==> src/rtl/hlm_pkg.sv <==
`default_nettype none
package hlm_pkg;

   localparam int unsigned DefaultSlots = 16;
   localparam int unsigned TimeWidth    = 48;
   localparam int unsigned MsWidth      = 24;
   localparam int unsigned MaskWidth    = 16;
   localparam int unsigned CmdWidth     = 3;
   localparam int unsigned NodeWidth    = 4;
   localparam int unsigned EventWidth   = 3;
   localparam int unsigned CsrIdxWidth  = 3;
   localparam int unsigned CsrDataWidth = 24;

   // command codes
   localparam logic [CmdWidth-1:0] CMD_PING       = 3'd0;
   localparam logic [CmdWidth-1:0] CMD_ACK        = 3'd1;
   localparam logic [CmdWidth-1:0] CMD_SWEEP      = 3'd2;
   localparam logic [CmdWidth-1:0] CMD_REG_MASTER = 3'd3;
   localparam logic [CmdWidth-1:0] CMD_UNREG_MSTR = 3'd4;
   localparam logic [CmdWidth-1:0] CMD_REG_WORKER = 3'd5;

   // event codes
   localparam logic [EventWidth-1:0] EV_NONE        = 3'd0;
   localparam logic [EventWidth-1:0] EV_MASTER_LOST = 3'd1;
   localparam logic [EventWidth-1:0] EV_WORKER_LOST = 3'd2;
   localparam logic [EventWidth-1:0] EV_WORKER_CONN = 3'd3;
   localparam logic [EventWidth-1:0] EV_MASTER_CONN = 3'd4;
   localparam logic [EventWidth-1:0] EV_WORKER_REJ  = 3'd5;

   // configuration register indexes
   localparam logic [CsrIdxWidth-1:0] CSR_CHECK_INTERVAL = 3'd0;
   localparam logic [CsrIdxWidth-1:0] CSR_LEASE          = 3'd1;
   localparam logic [CsrIdxWidth-1:0] CSR_GRACE          = 3'd2;
   localparam logic [CsrIdxWidth-1:0] CSR_USE_ALLOW      = 3'd3;
   localparam logic [CsrIdxWidth-1:0] CSR_ALLOW_MASK     = 3'd4;

   localparam logic [MsWidth-1:0] CHECK_INTERVAL_RESET = 24'd5000;
   localparam logic [MsWidth-1:0] LEASE_RESET          = 24'd9000;
   localparam logic [MsWidth-1:0] GRACE_RESET          = 24'd10000;

   typedef struct packed {
      logic [TimeWidth-1:0] ack_time;
      logic                 alive;
      logic                 rejected;
   } master_row_type;

   typedef struct packed {
      logic [TimeWidth-1:0] recv_time;
      logic                 alive;
   } worker_row_type;

endpackage
`default_nettype wire

==> src/rtl/heartbeat_lease_monitor_top.sv <==
`default_nettype none
// heartbeat lease monitor: tracks masters and workers by slot number. a
// transaction is taken when start is high and busy is low. ping, ack,
// register and unregister commands read the slot tables as they are taken,
// then modify, write back and present the result in the exec state, so the
// block takes no new command before the last one is through. a check sweep
// walks the master table and then the worker table one slot per cycle through
// the memory read port and holds busy until its final result is registered.
// each result is shown for one cycle with rsp_strobe high and must be
// captured then: the receiver cannot stall the block. a sweep gives one
// result per lost master (ascending slot), then per lost worker, or a single
// empty result; rsp_last marks the final result of a transaction. csr writes
// must be made only while busy is low; the block itself does not enforce it.
module heartbeat_lease_monitor_top #(
   parameter int unsigned SLOTS = hlm_pkg::DefaultSlots
) (
   input  wire logic                               clock,
   input  wire logic                               reset,
   // command channel
   input  wire logic                               start,
   output      logic                               busy,
   input  wire logic [hlm_pkg::CmdWidth-1:0]       req_cmd,
   input  wire logic [hlm_pkg::NodeWidth-1:0]      req_node,
   input  wire logic [hlm_pkg::TimeWidth-1:0]      req_now_ms,
   input  wire logic [hlm_pkg::TimeWidth-1:0]      req_beacon_time,
   input  wire logic                               req_ack_error,
   input  wire logic                               req_ack_allowed,
   input  wire logic                               req_ack_is_master,
   input  wire logic                               req_initial_alive,
   // result channel
   output      logic                               rsp_strobe,
   output      logic [hlm_pkg::EventWidth-1:0]     rsp_event_res,
   output      logic [hlm_pkg::NodeWidth-1:0]      rsp_event_node,
   output      logic                               rsp_status,
   output      logic                               rsp_alive,
   output      logic                               rsp_last,
   // configuration write port
   input  wire logic                               csr_write_en,
   input  wire logic [hlm_pkg::CsrIdxWidth-1:0]    csr_index,
   input  wire logic [hlm_pkg::CsrDataWidth-1:0]   csr_write_data
);

   localparam int unsigned IW = (SLOTS > 1) ? $clog2(SLOTS) : 1;
   localparam int unsigned CW = $clog2(SLOTS + 1);
   localparam int unsigned TW = hlm_pkg::TimeWidth;
   localparam int unsigned MW = hlm_pkg::MsWidth;
   localparam int unsigned EW = hlm_pkg::EventWidth;
   localparam int unsigned NW = hlm_pkg::NodeWidth;

   typedef enum logic [2:0] {
      ST_IDLE,
      ST_EXEC,
      ST_SWEEP_M,
      ST_SWEEP_W,
      ST_SWEEP_END
   } state_type;

   // ---------------------------------------------------------------
   // configuration registers
   // ---------------------------------------------------------------
   logic [MW-1:0]                  check_interval_ff;
   logic [MW-1:0]                  lease_ff;
   logic [MW-1:0]                  grace_ff;
   logic                           use_allow_ff;
   logic [hlm_pkg::MaskWidth-1:0]  allow_mask_ff;

   always_ff @(posedge clock) begin
      if (reset) begin
         check_interval_ff <= hlm_pkg::CHECK_INTERVAL_RESET;
         lease_ff          <= hlm_pkg::LEASE_RESET;
         grace_ff          <= hlm_pkg::GRACE_RESET;
         use_allow_ff      <= 1'b0;
         allow_mask_ff     <= '0;
      end else if (csr_write_en) begin
         case (csr_index)
            hlm_pkg::CSR_CHECK_INTERVAL: check_interval_ff <= csr_write_data;
            hlm_pkg::CSR_LEASE:          lease_ff          <= csr_write_data;
            hlm_pkg::CSR_GRACE:          grace_ff          <= csr_write_data;
            hlm_pkg::CSR_USE_ALLOW:      use_allow_ff      <= csr_write_data[0];
            hlm_pkg::CSR_ALLOW_MASK:
               allow_mask_ff <= csr_write_data[hlm_pkg::MaskWidth-1:0];
            default: ;
         endcase
      end
   end

   // ---------------------------------------------------------------
   // state and latched transaction
   // ---------------------------------------------------------------
   state_type      state_ff;
   logic [CW-1:0]  cnt_ff;
   logic [SLOTS-1:0] master_valid_ff;
   logic [SLOTS-1:0] worker_valid_ff;
   // held-back sweep result, so the final one can carry rsp_last
   logic           pend_ff;
   logic [EW-1:0]  pend_event_ff;
   logic [NW-1:0]  pend_node_ff;

   logic [hlm_pkg::CmdWidth-1:0] cmd_ff;
   logic [NW-1:0]  node_ff;
   logic [TW-1:0]  now_ff;
   logic [TW-1:0]  beacon_ff;
   logic           ack_error_ff;
   logic           ack_allowed_ff;
   logic           ack_is_master_ff;
   logic           initial_alive_ff;

   logic           accept;
   assign accept = start && !busy;
   assign busy   = (state_ff != ST_IDLE);

   // ---------------------------------------------------------------
   // slot tables: valid bits in flops, row contents in memories
   // ---------------------------------------------------------------
   hlm_pkg::master_row_type m_rd, m_wdata;
   hlm_pkg::worker_row_type w_rd, w_wdata;
   logic            m_we, w_we;
   logic [IW-1:0]   rd_addr, wr_addr;

   hlm_ram #(
      .WIDTH ($bits(hlm_pkg::master_row_type)),
      .DEPTH (SLOTS)
   ) u_master_ram (
      .clock   (clock),
      .wr_en   (m_we),
      .wr_addr (wr_addr),
      .wr_data (m_wdata),
      .rd_addr (rd_addr),
      .rd_data (m_rd)
   );

   hlm_ram #(
      .WIDTH ($bits(hlm_pkg::worker_row_type)),
      .DEPTH (SLOTS)
   ) u_worker_ram (
      .clock   (clock),
      .wr_en   (w_we),
      .wr_addr (wr_addr),
      .wr_data (w_wdata),
      .rd_addr (rd_addr),
      .rd_data (w_rd)
   );

   // slot addressed by the latched command, and slot evaluated in a sweep
   logic [IW-1:0] slot_idx;
   logic [IW-1:0] sweep_idx;
   logic          node_ok;
   logic          cnt_done;

   assign slot_idx  = IW'(node_ff);
   assign sweep_idx = IW'(cnt_ff - CW'(1));
   assign node_ok   = (32'(node_ff) < SLOTS);
   assign cnt_done  = (32'(cnt_ff) == SLOTS);

   // read address: the sweep pointer in the two sweep states, the requested slot otherwise
   always_comb begin
      case (state_ff)
         ST_SWEEP_M, ST_SWEEP_W: rd_addr = cnt_done ? '0 : IW'(cnt_ff);
         default:                rd_addr = IW'(req_node);
      endcase
   end

   // ---------------------------------------------------------------
   // per-command read-modify-write
   // ---------------------------------------------------------------
   logic            m_vld, w_vld;
   logic            ack_newer, ack_in_lease, ping_newer;
   logic [TW-1:0]   ack_age;
   logic [TW-1:0]   m_age, w_age;
   logic [TW:0]     m_lookahead;
   logic            m_lost, w_lost;

   logic            set_m_valid, clr_m_valid, set_w_valid;
   logic [EW-1:0]   ex_event;
   logic            ex_status, ex_alive;

   assign m_vld        = node_ok && master_valid_ff[slot_idx];
   assign w_vld        = node_ok && worker_valid_ff[slot_idx];
   assign ack_newer    = (beacon_ff > m_rd.ack_time);
   assign ack_age      = now_ff - beacon_ff;
   assign ack_in_lease = (now_ff > beacon_ff) && (ack_age <= TW'(lease_ff));
   assign ping_newer   = (now_ff > w_rd.recv_time);

   // sweep loss tests for the slot whose row was read last cycle
   assign m_age       = now_ff - m_rd.ack_time;
   assign m_lookahead = {1'b0, m_age} + (TW + 1)'(check_interval_ff);
   assign m_lost      = master_valid_ff[sweep_idx] && m_rd.alive &&
                        (now_ff > m_rd.ack_time) &&
                        (m_lookahead > (TW + 1)'(lease_ff));
   assign w_age       = now_ff - w_rd.recv_time;
   assign w_lost      = worker_valid_ff[sweep_idx] && w_rd.alive &&
                        (now_ff > w_rd.recv_time) && (w_age > TW'(grace_ff));

   always_comb begin
      m_we        = 1'b0;
      w_we        = 1'b0;
      m_wdata     = m_rd;
      w_wdata     = w_rd;
      wr_addr     = slot_idx;
      set_m_valid = 1'b0;
      clr_m_valid = 1'b0;
      set_w_valid = 1'b0;
      ex_event    = hlm_pkg::EV_NONE;
      ex_status   = 1'b0;
      ex_alive    = 1'b0;

      case (state_ff)
         ST_EXEC: begin
            if (node_ok) begin
               case (cmd_ff)
                  hlm_pkg::CMD_PING: begin
                     if (!w_vld) begin
                        if (use_allow_ff && !allow_mask_ff[node_ff]) begin
                           ex_event = hlm_pkg::EV_WORKER_REJ;
                        end else begin
                           w_we        = 1'b1;
                           w_wdata     = '{recv_time: now_ff, alive: 1'b1};
                           set_w_valid = 1'b1;
                           ex_event    = hlm_pkg::EV_WORKER_CONN;
                           ex_status   = 1'b1;
                           ex_alive    = 1'b1;
                        end
                     end else begin
                        ex_status = 1'b1;
                        ex_alive  = w_rd.alive;
                        if (ping_newer) begin
                           w_we     = 1'b1;
                           w_wdata  = '{recv_time: now_ff, alive: 1'b1};
                           ex_alive = 1'b1;
                           if (!w_rd.alive) begin
                              ex_event = hlm_pkg::EV_WORKER_CONN;
                           end
                        end
                     end
                  end
                  hlm_pkg::CMD_ACK: begin
                     if (m_vld) begin
                        ex_alive = m_rd.alive;
                        if (!ack_allowed_ff) begin
                           m_we             = 1'b1;
                           m_wdata.rejected = 1'b1;
                           ex_event         = hlm_pkg::EV_WORKER_REJ;
                        end else if (ack_newer) begin
                           ex_status = 1'b1;
                           if (!ack_error_ff && ack_is_master_ff) begin
                              m_we             = 1'b1;
                              m_wdata.ack_time = beacon_ff;
                              m_wdata.rejected = 1'b0;
                              if (!m_rd.alive && ack_in_lease) begin
                                 m_wdata.alive = 1'b1;
                                 ex_alive      = 1'b1;
                                 ex_event      = hlm_pkg::EV_MASTER_CONN;
                              end
                           end
                        end
                     end
                  end
                  hlm_pkg::CMD_REG_MASTER: begin
                     m_we = 1'b1;
                     if (!m_vld) begin
                        m_wdata     = '{ack_time: now_ff, alive: 1'b0, rejected: 1'b0};
                        set_m_valid = 1'b1;
                        ex_status   = 1'b1;
                     end else begin
                        m_wdata.rejected = 1'b0;
                        ex_alive         = m_rd.alive;
                     end
                  end
                  hlm_pkg::CMD_UNREG_MSTR: begin
                     if (m_vld) begin
                        clr_m_valid = 1'b1;
                        ex_status   = 1'b1;
                     end
                  end
                  hlm_pkg::CMD_REG_WORKER: begin
                     if (!w_vld) begin
                        w_we        = 1'b1;
                        w_wdata     = '{recv_time: now_ff, alive: initial_alive_ff};
                        set_w_valid = 1'b1;
                        ex_status   = 1'b1;
                        ex_alive    = initial_alive_ff;
                     end else begin
                        ex_alive = w_rd.alive;
                     end
                  end
                  default: ;
               endcase
            end
         end
         ST_SWEEP_M: begin
            wr_addr = sweep_idx;
            if (cnt_ff != '0 && m_lost) begin
               m_we          = 1'b1;
               m_wdata.alive = 1'b0;
            end
         end
         ST_SWEEP_W: begin
            wr_addr = sweep_idx;
            if (cnt_ff != '0 && w_lost) begin
               w_we          = 1'b1;
               w_wdata.alive = 1'b0;
            end
         end
         default: ;
      endcase
   end

   // a loss found in this sweep cycle
   logic          sweep_hit;
   logic [EW-1:0] sweep_event;

   always_comb begin
      sweep_hit   = 1'b0;
      sweep_event = hlm_pkg::EV_NONE;
      case (state_ff)
         ST_SWEEP_M: begin
            sweep_hit   = (cnt_ff != '0) && m_lost;
            sweep_event = hlm_pkg::EV_MASTER_LOST;
         end
         ST_SWEEP_W: begin
            sweep_hit   = (cnt_ff != '0) && w_lost;
            sweep_event = hlm_pkg::EV_WORKER_LOST;
         end
         default: ;
      endcase
   end

   // ---------------------------------------------------------------
   // control fsm and registered results
   // ---------------------------------------------------------------
   always_ff @(posedge clock) begin
      if (reset) begin
         state_ff        <= ST_IDLE;
         cnt_ff          <= '0;
         master_valid_ff <= '0;
         worker_valid_ff <= '0;
         pend_ff         <= 1'b0;
         rsp_strobe      <= 1'b0;
      end else begin
         rsp_strobe <= 1'b0;

         if (set_m_valid) begin
            master_valid_ff[slot_idx] <= 1'b1;
         end
         if (clr_m_valid) begin
            master_valid_ff[slot_idx] <= 1'b0;
         end
         if (set_w_valid) begin
            worker_valid_ff[slot_idx] <= 1'b1;
         end

         case (state_ff)
            ST_IDLE: begin
               if (accept) begin
                  cnt_ff  <= '0;
                  pend_ff <= 1'b0;
                  state_ff <= (req_cmd == hlm_pkg::CMD_SWEEP) ? ST_SWEEP_M : ST_EXEC;
               end
            end
            ST_EXEC: begin
               rsp_strobe     <= 1'b1;
               rsp_event_res  <= ex_event;
               rsp_event_node <= node_ff;
               rsp_status     <= ex_status;
               rsp_alive      <= ex_alive;
               rsp_last       <= 1'b1;
               state_ff       <= ST_IDLE;
            end
            ST_SWEEP_M, ST_SWEEP_W: begin
               if (sweep_hit) begin
                  // release the previous loss, hold this one back
                  if (pend_ff) begin
                     rsp_strobe     <= 1'b1;
                     rsp_event_res  <= pend_event_ff;
                     rsp_event_node <= pend_node_ff;
                     rsp_status     <= 1'b1;
                     rsp_alive      <= 1'b0;
                     rsp_last       <= 1'b0;
                  end
                  pend_ff       <= 1'b1;
                  pend_event_ff <= sweep_event;
                  pend_node_ff  <= NW'(sweep_idx);
               end
               if (cnt_done) begin
                  cnt_ff   <= '0;
                  state_ff <= (state_ff == ST_SWEEP_M) ? ST_SWEEP_W : ST_SWEEP_END;
               end else begin
                  cnt_ff <= cnt_ff + CW'(1);
               end
            end
            ST_SWEEP_END: begin
               rsp_strobe     <= 1'b1;
               rsp_event_res  <= pend_ff ? pend_event_ff : hlm_pkg::EV_NONE;
               rsp_event_node <= pend_ff ? pend_node_ff : '0;
               rsp_status     <= pend_ff;
               rsp_alive      <= 1'b0;
               rsp_last       <= 1'b1;
               pend_ff        <= 1'b0;
               state_ff       <= ST_IDLE;
            end
            default: state_ff <= ST_IDLE;
         endcase
      end
   end

   // transaction payload capture
   always_ff @(posedge clock) begin
      if (accept) begin
         cmd_ff           <= req_cmd;
         node_ff          <= req_node;
         now_ff           <= req_now_ms;
         beacon_ff        <= req_beacon_time;
         ack_error_ff     <= req_ack_error;
         ack_allowed_ff   <= req_ack_allowed;
         ack_is_master_ff <= req_ack_is_master;
         initial_alive_ff <= req_initial_alive;
      end
   end

endmodule
`default_nettype wire

==> src/rtl/hlm_ram.sv <==
`default_nettype none
module hlm_ram #(
   parameter int unsigned WIDTH = 8,
   parameter int unsigned DEPTH = 16
) (
   input  wire logic                                clock,
   input  wire logic                                wr_en,
   input  wire logic [(DEPTH > 1 ? $clog2(DEPTH) : 1)-1:0] wr_addr,
   input  wire logic [WIDTH-1:0]                    wr_data,
   input  wire logic [(DEPTH > 1 ? $clog2(DEPTH) : 1)-1:0] rd_addr,
   output      logic [WIDTH-1:0]                    rd_data
);

   logic [WIDTH-1:0] mem_ff [DEPTH];
   logic [WIDTH-1:0] rd_data_ff;

   always_ff @(posedge clock) begin
      if (wr_en) begin
         mem_ff[wr_addr] <= wr_data;
      end
      rd_data_ff <= mem_ff[rd_addr];
   end

   assign rd_data = rd_data_ff;

endmodule
`default_nettype wire

==> config.mk <==
export PLATFORM = sky130hd
export DESIGN_NAME = heartbeat_lease_monitor_top
export DESIGN_NICKNAME = d
export VERILOG_FILES = /design/src/rtl/hlm_pkg.sv /design/src/rtl/heartbeat_lease_monitor_top.sv /design/src/rtl/hlm_ram.sv
export SDC_FILE = /design/constraint.sdc
export NUM_CORES = 2
export LEC_CHECK = 0
export BUFFER_PORTS_ARGS = -buffer_cell sky130_fd_sc_hd__buf_4
export CELL_PAD_IN_SITES_DETAIL_PLACEMENT = 1
export CELL_PAD_IN_SITES_GLOBAL_PLACEMENT = 1
export CORE_ASPECT_RATIO = 0.7
export CORE_MARGIN = 8
export CORE_UTILIZATION = 55
export DETAILED_ROUTE_END_ITERATION = 8
export PLACE_DENSITY = 0.89
export SLEW_MARGIN = 25
export SYNTH_ARGS = -nofsm -noshare
export SYNTH_HDL_FRONTEND = slang
export SYNTH_SLANG_ARGS = --single-unit
==> constraint.sdc <==
create_clock -name clock -period 22 [get_ports clock]
set_input_delay 3.3 -clock clock [delete_from_list [all_inputs] [get_ports clock]]
set_output_delay 3.3 -clock clock [all_outputs]
set_load 0.01 [all_outputs]
==> reports/metrics.csv <==
stage,metric,value,unit
status,outcome,"finished, final reports clean",
cts,cts_num_sinks,1920,
sta,drv_slew,0,
placed_design,dp.cells,10400,
sta,finalSetupTns,0,ns
logic_synthesis,syn_area,91800,sq um
placed_design,dp_hpwl,218200,microns
floorplan,fp-row-count,125,
floorplan,dieArea,180500,sq um
critical_path,start_kind,register,
placed_design,port_buffers,149,
routing,vias,76110,
critical_path,cp_data_arrival_time,9.04,ns
routing,drt-pass1-iter-count,7,
cells_and_area,stdcell_area,101300,sq um
logic_synthesis,avgSynthCellArea,10.91,sq um
sta,fmax,116.5,MHz
sta,skew,0.07791,ns
logic_synthesis,synth_top_area_share,55.31,%
logic_synthesis,synth_commonest_cells,"1,992 x nand2_1, 1,691 x edfxtp_1, 491 x clkbuf_1",
logic_synthesis,synth_area_leaders,"edfxtp_1 55%, nand2_1 8.1%, dfxtp_1 5.0%",
sta,fin_crit_sh,39.01,%
sta,rsz0062_at_grt,false,
placed_design,placed_cell_area,95310,sq um
logic_synthesis,syn_nets,8855,
placed_design,place_ws,13.62,ns
grt,grt_antenna_before_repair,25,
floorplan,die_height,357.8,microns
critical_path,critPathKind,register to register,
grt,overflow,0,
logic_synthesis,async_flop_share,0,%
grt,grt_pass1_wl,516300,microns
cts,htree_levels,4,
critical_path,crit_path_end_kind,register,
cts,clkLatencyLatePin,0.87,ns
grt,grt_max_degree,180,
cts,clk_pin_slew,0.07,ns
sta,worst_hold_slack,0.4610,ns
grt,track_usage,38.07,%
cells_and_area,synthToLayoutAreaGrowth,10.37,%
cells_and_area,nets,8800,
cts,postCtsSetupBuffers,0,
cts,clock-root-buffer,clkbuf_16,
cts,cts-buffers-inserted,179,
sta,timing.final.ws_setup,13.42,ns
flow_run,drv_cap,0,
critical_path,cp.required,22.46,ns
critical_path,critPathLaunch,now_ff[0],
routing,routed_via_density,7.075,
routing,drtAntennaViolNets,0,
pwr,leakage,36.83,nW
placed_design,gp_congestion,0.9698,
sta,setup_viol,0,
grt,grt_pass1_vias,76860,
logic_synthesis,synthFlopType,edfxtp_1,
floorplan,io_pins,150,
pwr,powerDensity,95.59,nW/um^2
logic_synthesis,ys_seq_elements,1920,
cells_and_area,fin_cells,10760,
sta,worst_pin_slew,1.231,ns
logic_synthesis,yosysWarnings,0,
routing,drt_drc_violations_left,0,
floorplan,fp.coreArea,165800,sq um
sta,fin_crit,8.583,ns
cts,cts.repair.resized,0,
cells_and_area,drive_gt1_share,8.388,%
cells_and_area,nFillCells,16910,
hold_path,hp-class,register to register,
cts,postCtsHoldBufs,0,
cts,cts_tree,done,
pwr,vdd_drop_max,0.07762,mV
routing,wire_per_inst,33.21,microns
logic_synthesis,synth_edf_count,1691,
logic_synthesis,synthCells,8417,
cts,clockBufferDepth,3,
floorplan,dieWidth,504.3,microns
critical_path,critPathMaxFanout,32,
critical_path,timing.rr.start,now_ff[0],
hold_path,min_from,lease_ff[21],
logic_synthesis,yosys.area.top_type,edfxtp_1,
logic_synthesis,yosysSeqAreaShare,60.31,%
sta,max-slew-margin-rel,17.05,%
routing,wirelength,357200,microns
logic_synthesis,synth_most_common_cell,nand2_1,
logic_synthesis,synth_cell_type_count,102,
sta,hold_violations,0,
routing,drt_first_iter_violations,11370,
floorplan,start_util,55.37,%
[state kept, by name, summed over array words and instances (netlist names), 48 cells and up]
name	cells
beacon_ff	48
now_ff	48
u_master_ram.mem_ff	784
u_master_ram.rd_data	49
u_worker_ram.mem_ff	784
u_worker_ram.rd_data	49
[area by class of cell]
class / instances / area [sq um] / area share (%)
flip-flops and latches: 1920 / 55360 / 54.64
clock inverters: 77 / 903.4 / 0.8916
multi-input cells: 5699 / 33900 / 33.46
well taps: 2222 / 2780 / 2.744
inverters: 254 / 955.9 / 0.9434
diodes: 23 / 57.56 / 0.05680
repair buffers: 308 / 2452 / 2.420
clock buffers: 254 / 4912 / 4.848
[path summary, 6_finish.rpt]
| check | slack [ns] | to | cells after the start |
|---|---|---|---|
| hold / removal | 0.46 | lease_ff[21] | 2 |
| hold reg to reg | 0.46 | lease_ff[21] | 2 |
| setup / recovery | 13.42 | u_worker_ram.mem_ff[8][34] | 26 |
| setup reg to reg | 13.42 | u_worker_ram.mem_ff[8][34] | 26 |
[cells in the final DEF (no fill, tap or decap), drive strengths merged, types with 60 or more instances in the layout]
cell,instances
a21o,116
nor3,60
nor2,264
nand4,94
o21ai,354
nand3,462
buf,308
and3,224
dfxtp,229
ha,296
a21oi,476
edfxtp,1691
inv,259
nand2,1995
a31oi,130
clkbuf,254
a311oi,308
mux2i,110
xnor2,79
a211oi,67
[per-layer routing]
metal | global-route usage (%) | vias to the layer above | wire length [microns]
li1 | - | 31020 | -
met1 | 50.69 | 38100 | 134800
met2 | 56.87 | 5817 | 154200
met3 | 12.21 | 1162 | 49050
met4 | 18.25 | 20 | 19130
met5 | 0 | - | 111
[power by group]
group	switching, mW	internal (mW)	total (mW)
sequential	0.119	4.16	4.28
clock	1.47	1.70	3.18
combinational	1.55	0.683	2.23
total	3.14	6.55	9.69
[worst max-delay path: stages, from the launching register on]
cell,delay [ns]
edfxtp_1,0.39
inv_1,0.19
ha_1,0.22
inv_1,0.06
fa_1,0.39
a21o_1,0.23
a221oi_1,0.30
buf_4,0.21
o31a_1,0.17
a31oi_1,0.26
or3_1,0.44
o21ai_0,0.11
xnor2_1,0.17
ha_1,0.34
nand4_1,0.14
nor4bb_1,0.53
nand2_1,0.15
nor3_1,0.62
o22ai_1,0.13
or4_1,0.45
nor4_1,0.30
nand4_1,0.33
o211ai_1,0.63
nand2_1,0.24
nand2_1,0.39
nor2_4,0.25
buf_4,0.43
[cell families (layout without fill, tap and decap cells)]
group | count (synthesis) | after routing | share of synthesized area (%)
AND/OR/NAND/NOR | 3306 | 3306 | 15.89
multiplexers | 154 | 154 | 2.021
buffers and inverters | 798 | 893 | 3.311
AO/OA/AOI/OAI | 1819 | 1819 | 13.21
flip-flops | 1920 | 1920 | 60.31
adder cells (fa/ha/maj) | 300 | 300 | 4.122
other | 0 | 23 | 0
XOR/XNOR | 120 | 120 | 1.145
[metrics by stage]
stage / util (%) / total power [mW]
floorplan: - / 5.633
global placement: 57.49 / 6.317
detailed placement: 57.49 / 6.439
CTS: 61.00 / 9.574
global route: 61.08 / 9.905
finish: 61.12 / 9.685
No activity file was read; power rests on OpenSTA's default activity.
